**config.mk**
```make
export PLATFORM = sky130hd
export DESIGN_NAME = crc16_packet_framer_top
export DESIGN_NICKNAME = d
export VERILOG_FILES = /design/src/rtl/core/cpf_pkg.sv /design/src/rtl/core/cpf_front.sv /design/src/rtl/core/cpf_back.sv /design/src/rtl/core/crc16_packet_framer_top.sv
export SDC_FILE = /design/constraint.sdc
export NUM_CORES = 1
export LEC_CHECK = 0
export BUFFER_PORTS_ARGS = -buffer_cell sky130_fd_sc_hd__buf_2
export CORE_ASPECT_RATIO = 1.5
export CORE_MARGIN = 2
export CORE_UTILIZATION = 30
export CTS_CLUSTER_SIZE = 25
export DETAILED_ROUTE_END_ITERATION = 16
export GPL_TIMING_DRIVEN = 0
export PLACE_DENSITY = 0.42
export SLEW_MARGIN = 0
export SYNTH_ARGS = -nofsm -noshare
export SYNTH_HDL_FRONTEND = slang
export SYNTH_SLANG_ARGS = --single-unit
```
**constraint.sdc**
```tcl
create_clock -name clk -period 6.1 [get_ports clk]
set_input_delay 0.61 -clock clk [delete_from_list [all_inputs] [get_ports clk]]
set_output_delay 0.61 -clock clk [all_outputs]
set_load 0.01 [all_outputs]
```
**src/rtl/core/cpf_pkg.sv**
```systemverilog
// shared types, step codes and crc helper for the packet framer
`timescale 1ns / 1ps
`default_nettype none

package cpf_pkg;

  localparam logic [15:0] CRC_POLY   = 16'h8005;
  localparam logic [7:0]  HDR_BYTE_A = 8'hFF;
  localparam logic [7:0]  HDR_BYTE_B = 8'hFD;
  localparam logic [7:0]  HDR_BYTE_C = 8'h00;
  localparam logic [15:0] LEN_EXTRA  = 16'd3;

  // byte positions within one item's run of output bytes
  localparam logic [3:0] STEP_HDR0    = 4'd0;
  localparam logic [3:0] STEP_HDR1    = 4'd1;
  localparam logic [3:0] STEP_HDR2    = 4'd2;
  localparam logic [3:0] STEP_HDR3    = 4'd3;
  localparam logic [3:0] STEP_ID      = 4'd4;
  localparam logic [3:0] STEP_LEN_LO  = 4'd5;
  localparam logic [3:0] STEP_LEN_HI  = 4'd6;
  localparam logic [3:0] STEP_INSTR   = 4'd7;
  localparam logic [3:0] STEP_PARAM   = 4'd8;
  localparam logic [3:0] STEP_CRC_LO  = 4'd9;
  localparam logic [3:0] STEP_CRC_HI  = 4'd10;

  typedef struct packed {
    logic        first;
    logic        last;
    logic [7:0]  device_id;
    logic [7:0]  instr_code;
    logic [15:0] param_count;
    logic [7:0]  param_byte;
  } in_item_t;

  typedef struct packed {
    logic [7:0] tx_byte;
    logic       run_last;
    logic       frame_end;
  } out_item_t;

  typedef struct packed {
    logic        first;
    logic        last;
    logic [7:0]  device_id;
    logic [7:0]  instr_code;
    logic [15:0] frame_len;
    logic [7:0]  param_byte;
  } cmd_t;

  // crc-16 update by one byte, msb first
  function automatic logic [15:0] crc_byte(input logic [15:0] acc, input logic [7:0] b);
    logic [15:0] c;
    c = acc ^ {b, 8'h00};
    for (int k = 0; k < 8; k++) begin
      if (c[15]) begin
        c = {c[14:0], 1'b0} ^ CRC_POLY;
      end else begin
        c = {c[14:0], 1'b0};
      end
    end
    return c;
  endfunction

endpackage

`default_nettype wire

```
**src/rtl/core/cpf_front.sv**
```systemverilog
// front end: takes input items, works out the frame length, queues commands
`timescale 1ns / 1ps
`default_nettype none

module cpf_front #(
  parameter int QUEUE_DEPTH = 4
) (
  input  wire logic             clk,
  input  wire logic             rst,
  input  wire logic             in_valid,
  output logic                  in_stall,
  input  wire cpf_pkg::in_item_t in_item,
  output logic                  head_valid,
  output cpf_pkg::cmd_t         head_cmd,
  input  wire logic             pop
);

  localparam int PTR_W = (QUEUE_DEPTH > 1) ? $clog2(QUEUE_DEPTH) : 1;
  localparam int CNT_W = $clog2(QUEUE_DEPTH + 1);

  cpf_pkg::cmd_t    queue [QUEUE_DEPTH];
  logic [PTR_W-1:0] wr_ptr;
  logic [PTR_W-1:0] rd_ptr;
  logic [CNT_W-1:0] count;
  logic [CNT_W-1:0] count_next;
  logic             push;
  cpf_pkg::cmd_t    new_cmd;

  assign in_stall   = (count == CNT_W'(QUEUE_DEPTH));
  assign push       = in_valid && !in_stall;
  assign head_valid = (count != '0);
  assign head_cmd   = queue[rd_ptr];

  always_comb begin
    new_cmd.first      = in_item.first;
    new_cmd.last       = in_item.last;
    new_cmd.device_id  = in_item.device_id;
    new_cmd.instr_code = in_item.instr_code;
    new_cmd.frame_len  = in_item.param_count + cpf_pkg::LEN_EXTRA;
    new_cmd.param_byte = in_item.param_byte;
  end

  always_comb begin
    unique case ({push, pop})
      2'b10:   count_next = count + 1'b1;
      2'b01:   count_next = count - 1'b1;
      default: count_next = count;
    endcase
  end

  always_ff @(posedge clk) begin
    if (rst) begin
      wr_ptr <= '0;
      rd_ptr <= '0;
      count  <= '0;
    end else begin
      count <= count_next;
      if (push) begin
        wr_ptr <= (wr_ptr == PTR_W'(QUEUE_DEPTH - 1)) ? '0 : wr_ptr + 1'b1;
      end
      if (pop) begin
        rd_ptr <= (rd_ptr == PTR_W'(QUEUE_DEPTH - 1)) ? '0 : rd_ptr + 1'b1;
      end
    end
  end

  always_ff @(posedge clk) begin
    if (push) begin
      queue[wr_ptr] <= new_cmd;
    end
  end

`ifndef SYNTH
  a_pop_needs_item: assert property (@(posedge clk) disable iff (rst)
    pop |-> head_valid) else $error("pop from empty queue");
  a_count_bound: assert property (@(posedge clk) disable iff (rst)
    count <= CNT_W'(QUEUE_DEPTH)) else $error("queue count overflow");
  a_count_track: assert property (@(posedge clk) disable iff (rst)
    push && !pop |=> count == $past(count) + 1'b1) else $error("queue count mismatch");
`endif

endmodule

`default_nettype wire

```
**src/rtl/core/cpf_back.sv**
```systemverilog
// back end: walks each queued command byte by byte, keeps the crc, drives the output
`timescale 1ns / 1ps
`default_nettype none

module cpf_back (
  input  wire logic               clk,
  input  wire logic               rst,
  input  wire logic               head_valid,
  input  wire cpf_pkg::cmd_t      head_cmd,
  output logic                    pop,
  output logic                    out_valid,
  input  wire logic               out_stall,
  output cpf_pkg::out_item_t      out_item
);

  logic        in_prog;
  logic [3:0]  step;
  logic [15:0] crc;
  logic [3:0]  cur_step;
  logic [3:0]  end_step;
  logic [7:0]  cur_byte;
  logic [15:0] crc_in;
  logic [15:0] crc_upd;
  logic        advance;
  logic        run_done;

  assign advance  = head_valid && (!out_valid || !out_stall);
  assign cur_step = in_prog ? step : (head_cmd.first ? cpf_pkg::STEP_HDR0 : cpf_pkg::STEP_PARAM);
  assign end_step = head_cmd.last ? cpf_pkg::STEP_CRC_HI : cpf_pkg::STEP_PARAM;
  assign run_done = (cur_step == end_step);
  assign pop      = advance && run_done;

  always_comb begin
    unique case (cur_step)
      cpf_pkg::STEP_HDR0:   cur_byte = cpf_pkg::HDR_BYTE_A;
      cpf_pkg::STEP_HDR1:   cur_byte = cpf_pkg::HDR_BYTE_A;
      cpf_pkg::STEP_HDR2:   cur_byte = cpf_pkg::HDR_BYTE_B;
      cpf_pkg::STEP_HDR3:   cur_byte = cpf_pkg::HDR_BYTE_C;
      cpf_pkg::STEP_ID:     cur_byte = head_cmd.device_id;
      cpf_pkg::STEP_LEN_LO: cur_byte = head_cmd.frame_len[7:0];
      cpf_pkg::STEP_LEN_HI: cur_byte = head_cmd.frame_len[15:8];
      cpf_pkg::STEP_INSTR:  cur_byte = head_cmd.instr_code;
      cpf_pkg::STEP_PARAM:  cur_byte = head_cmd.param_byte;
      cpf_pkg::STEP_CRC_LO: cur_byte = crc[7:0];
      cpf_pkg::STEP_CRC_HI: cur_byte = crc[15:8];
      default:              cur_byte = head_cmd.param_byte;
    endcase
  end

  // a new packet restarts the crc at its first header byte
  assign crc_in  = (cur_step == cpf_pkg::STEP_HDR0) ? '0 : crc;
  assign crc_upd = cpf_pkg::crc_byte(crc_in, cur_byte);

  always_ff @(posedge clk) begin
    if (rst) begin
      in_prog   <= 1'b0;
      step      <= cpf_pkg::STEP_HDR0;
      crc       <= '0;
      out_valid <= 1'b0;
    end else begin
      if (advance) begin
        out_valid <= 1'b1;
        if (run_done) begin
          in_prog <= 1'b0;
        end else begin
          in_prog <= 1'b1;
          step    <= cur_step + 1'b1;
        end
        if (cur_step <= cpf_pkg::STEP_PARAM) begin
          crc <= crc_upd;
        end else if (cur_step == cpf_pkg::STEP_CRC_HI) begin
          crc <= '0;
        end
      end else if (out_valid && !out_stall) begin
        out_valid <= 1'b0;
      end
    end
  end

  always_ff @(posedge clk) begin
    if (advance) begin
      out_item.tx_byte   <= cur_byte;
      out_item.run_last  <= run_done;
      out_item.frame_end <= (cur_step == cpf_pkg::STEP_CRC_HI);
    end
  end

`ifndef SYNTH
  a_frame_end_closes_run: assert property (@(posedge clk) disable iff (rst)
    out_valid && out_item.frame_end |-> out_item.run_last)
    else $error("frame end without run end");
  a_run_holds_head: assert property (@(posedge clk) disable iff (rst)
    in_prog |-> head_valid) else $error("command left queue mid run");
  a_crc_cleared: assert property (@(posedge clk) disable iff (rst)
    advance && cur_step == cpf_pkg::STEP_CRC_HI |=> crc == '0)
    else $error("crc not cleared after frame");
  a_step_range: assert property (@(posedge clk) disable iff (rst)
    in_prog |-> step <= cpf_pkg::STEP_CRC_HI) else $error("step out of range");
`endif

endmodule

`default_nettype wire

```
**src/rtl/core/crc16_packet_framer_top.sv**
```systemverilog
// top level: packet framer with queued front end and byte sequencer back end
// first output byte of an item passes the command queue, then the back end's output register
// throughput: one byte per unstalled cycle; an item is 1 byte, plus 8 with first, plus 2 with last
// the byte rate is set by the back end's single output register, one byte per unstalled cycle
// input accepts while the command queue (QUEUE_DEPTH entries) has room
// reset: synchronous; empties the queue, clears the sequencer, crc and output valid
`timescale 1ns / 1ps
`default_nettype none

module crc16_packet_framer_top #(
  parameter int QUEUE_DEPTH = 4
) (
  input  wire logic               clk,
  input  wire logic               rst,
  input  wire logic               in_valid,
  output logic                    in_stall,
  input  wire cpf_pkg::in_item_t  in_item,
  output logic                    out_valid,
  input  wire logic               out_stall,
  output cpf_pkg::out_item_t      out_item
);

  logic          head_valid;
  cpf_pkg::cmd_t head_cmd;
  logic          pop;

  cpf_front #(
    .QUEUE_DEPTH (QUEUE_DEPTH)
  ) u_front (
    .clk        (clk),
    .rst        (rst),
    .in_valid   (in_valid),
    .in_stall   (in_stall),
    .in_item    (in_item),
    .head_valid (head_valid),
    .head_cmd   (head_cmd),
    .pop        (pop)
  );

  cpf_back u_back (
    .clk        (clk),
    .rst        (rst),
    .head_valid (head_valid),
    .head_cmd   (head_cmd),
    .pop        (pop),
    .out_valid  (out_valid),
    .out_stall  (out_stall),
    .out_item   (out_item)
  );

endmodule

`default_nettype wire

```
==> summary.md, run 1 <==
| Metric | Value |
|---|---|
| Status | complete, no violations |
| IO buf count | 57 |
| Diode count | 0 |
| Ys Warns | 0 |
| Congestion Overflow GR | 0 |
| Hold-fix buffers at CTS | 0 |
| H-tree levels | 1 |
| Total Power | 4.59 mW |
| Flops & latches, synth | 209 |
| Met1 Resource Use GR | 0.143 |
| Synth area leader | edfxtp_1 |
| Die footprint | 31500 um^2 |
| Synth Area per Inst | 16.5 um^2 |
| Commonest cells after routing, fill and taps aside | 178 x edfxtp_1, 64 x buf_2, 44 x nor2_1 |
| GRT busiest layer | met2 |
| Mapped Cells | 547 |
| Seq/Total Area, Yosys | 0.662 |
| Die W | 146 um |
| Worst EP arrival | 4500 ps |
| Drt wl/cell | 19.4 um |
| Fin nets | 689 |
| Setup TNS Final | 0 ps |
| Worst-Skew Late Latency | 510 ps |
| Via count | 4968 |
| Min cycle time layout | 4070 ps |
| Synth cell types | 50 |
| Setup Fix Bufs, Post-CTS | 0 |
| WHS | 309 ps |
| Post-Syn Area | 9010 um^2 |
| Slew Limit Fails | 0 |
| Hold Crit Depth | 1 |
| Startpoint Class | flip-flop |
| Drt total wl | 20200 um |
| Met2 Use GR | 0.252 |
| Fmax | 0.246 GHz |
| Root Driver | clkbuf_16 |
| Hold Vio Cnt, Final | 0 |
| GR Util All Layers | 0.129 |
| Vias in the first global route | 5293 |
| Setup violators final | 0 |
| Initial antenna violation count | 0 |
| WP buf/inv | 6 |
| Critical Path Slowest Stage Cell | mux4_2 |
| RSZ-0062 raised after global routing | false |
| Hold Path Sink | u_front.queue[0][27] |
| Layout cells sized above 1 | 0.214 |
| Vias/cell | 4.78 |
| Syn nets | 605 |
| Relative slew margins | 0.417 |
| R2R Setup Slk | 2030 ps |
| Crit share post-route | 0.667 |
| Synth area leaders | edfxtp_1 59%, mux4_1 7.0%, dfxtp_1 6.9% |
| Setup CP Type | flip-flop to flip-flop |
| R2R cell count | 15 |
| Largest net degree at the start of global routing | 30 |
| Site row count | 77 |
| Commonest non-fill, non-tap cell in the layout | edfxtp_1 |
| Dpl hpwl | 13800 um |
| Global-route wire length before repair | 30900 um |
| Post-synth ARST share | 0 |
| CP Max Fanout | 10 |
| DIE HEIGHT | 216 um |
| Routability Congestion | 0.805 |
| Post_cts resized | 0 |
| Most frequent CP cell | buf_2 |
| Worst setup EP type | flip-flop |
| CTS clk-pin slew, worst paths | 60 ps |
| Longest Clk Path Bufs | 3 |
| Max-cap check violation count | 0 |
| Final ANT Viol Nets | 0 |
| Met3 Use GR | 0.0175 |
| Area grow syn2layout | 17.0% |
| Critical Path RT | 6530 ps |
| Leak | 3.62 nW |
| Worst-Margin Slew | 874 ps |
| Setup skew after layout | 18.8 ps |
| Slowest stage delay, CP | 400 ps |
| Clock sinks | 209 |
| TritonCTS buffer count | 21 |
| Crit Reg-Reg Endpoint | u_front.count[2] |
| Core Area | 29500 um^2 |
| CTS tree | done |
| Post-synth EDFFs | 178 |
| Maximum VDD drop | 161 uV |
| Main synth FF type | edfxtp_1 |
| Iteration count of the initial detailed-routing pass | 4 |
| DR DRC count | 0 |
| PD cells | 435 nW/um^2 |
| Crit-path cells | clkbuf_1 -> buf_2 -> buf_2 -> buf_2 -> mux4_2 -> xor2_1 -> and3_1 -> and2_1 -> clkbuf_1 -> ha_1 -> inv_1 -> fa_1 -> xor2_1 -> or3_1 -> a21oi_1 |
| Initial DRC count | 317 |
| Crit path max-delay family | buffers and inverters |
| Min-delay worst type | input pin to flip-flop |
| # IOs | 58 |
| Post-synth top area share | 0.593 |
| Initial Util | 0.306 |
| HP Start | in_item[27] |
## worst register-to-register path, cell delays in order, from the launching register on
cell and delay, ps:
dfxtp_1 300, clkbuf_1 290, buf_2 350, buf_2 320, buf_2 380, mux4_2 410
xor2_1 140, and3_1 210, and2_1 130, clkbuf_1 220, ha_1 220, inv_1 60
fa_1 370, xor2_1 150, or3_1 310, a21oi_1 140
## metrics by stage
step           std cells  utilization  instance area (um^2)  setup WS (ps)
6_report            1039        0.358                 10500           2030
5_1_grt             1039        0.358                 10500           1650
4_1_cts             1039        0.358                 10500           1910
3_5_place_dp        1003        0.335                  9870           1930
3_3_place_gp         999        0.332                  9790           1930
2_1_floorplan        547            -                  9010           2770
## where the power goes
group / switching, mW / internal [mW] / leakage, nW
logic: 0.816 / 0.682 / 1.40
registers: 0.0672 / 1.75 / 1.89
clock network: 0.517 / 0.757 / 0.328
## sequential cells by signal, summed over array words and instances, names as in the netlist, named ones only
name	cells
u_front.queue	168
u_back.out_item	10
u_front.wr_ptr	2
u_back.crc	16
u_back.in_prog	1
u_back.out_valid	1
u_front.rd_ptr	2
u_front.count	3
u_back.step	4
## cell usage after synthesis (3+ instances only)
| library cell | n |
|---|---|
| a311oi_1 | 5 |
| nand3_1 | 6 |
| nand2_1 | 43 |
| buf_2 | 7 |
| clkbuf_1 | 6 |
| xnor2_1 | 18 |
| xor2_1 | 17 |
| and2_1 | 6 |
| a21oi_1 | 20 |
| mux2i_1 | 6 |
| ha_1 | 11 |
| nor2_1 | 44 |
| and3_1 | 4 |
| and4b_1 | 4 |
| mux4_2 | 17 |
| a22o_1 | 4 |
| dfxtp_1 | 31 |
| buf_6 | 4 |
| a22oi_1 | 32 |
| buf_12 | 3 |
| inv_1 | 13 |
| nor3_1 | 5 |
| o21ai_0 | 4 |
| edfxtp_1 | 178 |
| a211oi_1 | 5 |
| mux4_1 | 24 |
## layout make-up
type                    count  area, um^2
plain buffers              23         193
well taps                 395         494
repair buffers             61         365
flip-flops and latches    209        5970
clock buffers              25         541
inverters                  13        48.8
clock inverters            11         129
multi-input cells         302        2810
fillers                  2868       18900
## metal layers
layer  part of all wire  vias to the layer above  routed length, um
met5                  0                        -                  0
met4              0.021                        0                418
met3              0.031                       28                629
met2               0.55                       93              11100
met1               0.40                     2521               7990
li1                   -                     2326                  -
## worst max-delay path by stage
| stage | end | depth (start not counted) | from |
|---|---|---|---|
| after CTS | u_front.count[2] | 15 | flip-flop |
| after floorplan | u_back.crc[15] | 16 | u_back.in_prog |
| after global routing | u_front.count[2] | 15 | flip-flop |
| final | u_front.count[2] | 15 | flip-flop |
| after detailed placement | u_front.count[2] | 15 | flip-flop |
| after global placement | u_front.count[2] | 15 | flip-flop |
## cell families (layout without fill, tap and decap cells)
family / Yosys count / in the layout / synth area share
flip-flops: 209 / 209 / 0.662
AND/OR/NAND/NOR: 119 / 119 / 0.0592
multiplexers: 47 / 47 / 0.119
adder cells (fa/ha/maj): 12 / 12 / 0.0175
AO/OA/AOI/OAI: 84 / 84 / 0.0699
XOR/XNOR: 40 / 40 / 0.0454
buffers and inverters: 36 / 133 / 0.0268
Power figures use the tool's default switching activity.
==> run 2, diff against run 1 <==
==> constraint.sdc (replaced) <==
create_clock -name clk -period 4 [get_ports clk]
set_input_delay 0.4 -clock clk [delete_from_list [all_inputs] [get_ports clk]]
set_output_delay 0.4 -clock clk [all_outputs]
set_load 0.01 [all_outputs]
==> run 2 against run 1 <==
Against the previous run:
- critical path depth increased by 1
- global-route usage unchanged
- flip-flop and latch count unchanged
- clock-buffer cell count unchanged
- sequential power increased by 53%
- combinational power increased by 53%
- largest power group unchanged
- highest routed layer unchanged
- maximum frequency increased by 8.9%
- worst setup slack got worse by 1800 ps
- total power increased by 53%
- critical path type unchanged
- wire length decreased by 0.30%
- via count decreased by 0.68%
==> summary.md, run 2 (synthesized netlist as in run 1, its figures left out) <==
| Metric | Value |
|---|---|
| Relative slew margins | 0.437 |
| Max reg flops | 168 |
| R2R Setup Slk | 260 ps |
| Worst setup EP type | flip-flop |
| Crit Reg-Reg Endpoint | u_back.crc[0] |
| Vias in the first global route | 5290 |
| Flop pwr share | 0.396 |
| Setup violators final | 0 |
| IO buf count | 57 |
| CP Max Fanout | 10 |
| Hold Vio Cnt, Final | 0 |
| Drt wl/cell | 19.4 um |
| PD cells | 663 nW/um^2 |
| Congestion Overflow GR | 0 |
| Iteration count of the initial detailed-routing pass | 4 |
| Crit share post-route | 0.934 |
| Via count | 4934 |
| Startpoint Class | flip-flop |
| Fillers | 2864 |
| Setup skew after layout | 19.4 ps |
| Site row count | 77 |
| CTS clk-pin slew, worst paths | 60 ps |
| Core Area | 29500 um^2 |
| Worst-Margin Slew | 844 ps |
| Area grow syn2layout | 17.2% |
| Initial Util | 0.306 |
| DIE HEIGHT | 216 um |
| Fin nets | 688 |
| GR Util All Layers | 0.129 |
| Dpl hpwl | 13800 um |
| Sw frac | 0.305 |
| Comb pwr share | 0.327 |
| Largest net degree at the start of global routing | 30 |
| CTS tree | done |
| Clock power frac | 0.277 |
| Status | complete, no violations |
| Longest Clk Path Bufs | 3 |
| # IOs | 58 |
| Initial DRC count | 266 |
| Min cycle time layout | 3740 ps |
| Layout Cells excl Fill | 1038 |
| Root Driver | clkbuf_16 |
| DR DRC count | 0 |
| Setup CP Type | flip-flop to flip-flop |
| Diode count | 0 |
| Global-route wire length before repair | 30900 um |
| Worst-Skew Late Latency | 510 ps |
| H-tree levels | 1 |
| Area occupied by multi-input gates | 2810 um^2 |
| Min-delay worst type | input pin to flip-flop |
| WHS | 98.1 ps |
| Die footprint | 31500 um^2 |
| Commonest non-fill, non-tap cell in the layout | edfxtp_1 |
| Critical Path RT | 4450 ps |
| Dpl cells | 1003 |
| Commonest cells after routing, fill and taps aside | 178 x edfxtp_1, 62 x buf_2, 44 x nor2_1 |
| Final ANT Viol Nets | 0 |
| Largest registers | u_front.queue (168), u_back.crc (16), u_back.out_item (10) |
| Initial antenna violation count | 0 |
| Max-cap check violation count | 0 |
| Int Power | 4.87 mW |
| R2R cell count | 16 |
| Clock sinks | 209 |
| FF+latch area | 5970 um^2 |
| Die W | 146 um |
| Hold Path Sink | u_front.queue[0][27] |
| Routability Congestion | 0.805 |
| Hold Crit Depth | 1 |
| Leak | 3.62 nW |
| Layout cells sized above 1 | 0.221 |
| Reg with most FFs | u_front.queue |
| HP Start | in_item[27] |
| Fmax | 0.268 GHz |
| Drt total wl | 20100 um |
| Reg2reg start | u_back.in_prog |
| Worst EP arrival | 4180 ps |
| Net load switching power | 2.13 mW |
| Slew Limit Fails | 0 |
| Maximum VDD drop | 245 uV |
| TritonCTS buffer count | 21 |
| Vias/cell | 4.75 |
## run 2: cell count changes in the layout (fill, tap and decap cells not counted), sizes merged
cell and delta:
clkbuf -1
## run 2: critical path, cell delays in order (launching register included)
cell	delay, ps
dfxtp_1	350
buf_2	210
nand2_1	160
inv_1	130
ha_1	200
clkbuf_4	250
nor2_1	60
a21oi_1	180
a21oi_1	80
buf_2	230
a22oi_1	160
nand2_1	150
xor3_2	450
xnor3_2	450
xnor3_1	390
nand2_1	60
a21oi_1	170
## run 2: per-layer routing
| metal | wire length (um) | track usage |
|---|---|---|
| met1 | 7940 | 0.143 |
| met2 | 11100 | 0.252 |
| met3 | 618 | 0.0175 |
| met4 | 450 | 0.0441 |
| met5 | 0 | 0 |
## run 2: worst max-delay path by stage
| stage | start | to | slack, ps | depth (start not counted) |
|---|---|---|---|---|
| 6_report | u_back.in_prog | u_back.crc[0] | 260 | 16 |
| 5_1_grt | u_back.in_prog | u_back.crc[0] | -10 | 14 |
| 4_1_cts | flip-flop | u_front.count[2] | 40 | 15 |
| 3_5_place_dp | flip-flop | u_front.count[2] | -170 | 15 |
| 3_3_place_gp | flip-flop | u_front.count[2] | -170 | 15 |
| 2_1_floorplan | u_back.in_prog | u_back.crc[15] | 670 | 16 |
## run 2: layout make-up
type,instances,area share
Clock buffer,25,0.0512
Timing Repair Buffer,61,0.0346
Buffer,22,0.0191
Clock inverter,11,0.0122
Sequential cell,209,0.565
Inverter,13,0.00462
Tap cell,395,0.0468
Multi-Input combinational cell,302,0.266
## run 2: timing repair
action                     in CTS  in global routing
hold buffers                    0                  0
setup buffers                   0                  0
resized for setup               3                  6
setup endpoints to repair       5                  5
## run 2: metrics by stage
stage / area (um^2) / setup WS [ps] / TNS [ps] / power, mW / util
5_1_grt: 10600 / -10.4 / -10.4 / 7.38 / 0.358
6_report: 10600 / 263 / 0 / 7.00 / 0.358
3_3_place_gp: 9790 / -173 / -282 / 5.07 / 0.332
2_1_floorplan: 9010 / 665 / 0 / 4.53 / -
4_1_cts: 10600 / 35.2 / 0 / 7.10 / 0.358
3_5_place_dp: 9870 / -174 / -266 / 5.12 / 0.335
## run 2: power by group through the flow
stage	clock network, mW	registers, mW	logic, mW
global route	2.09	2.79	2.49
global placement	0	2.82	2.25
finish	1.94	2.77	2.29
detailed placement	0	2.81	2.30
floorplan	0	2.82	1.71
CTS	2.02	2.77	2.31
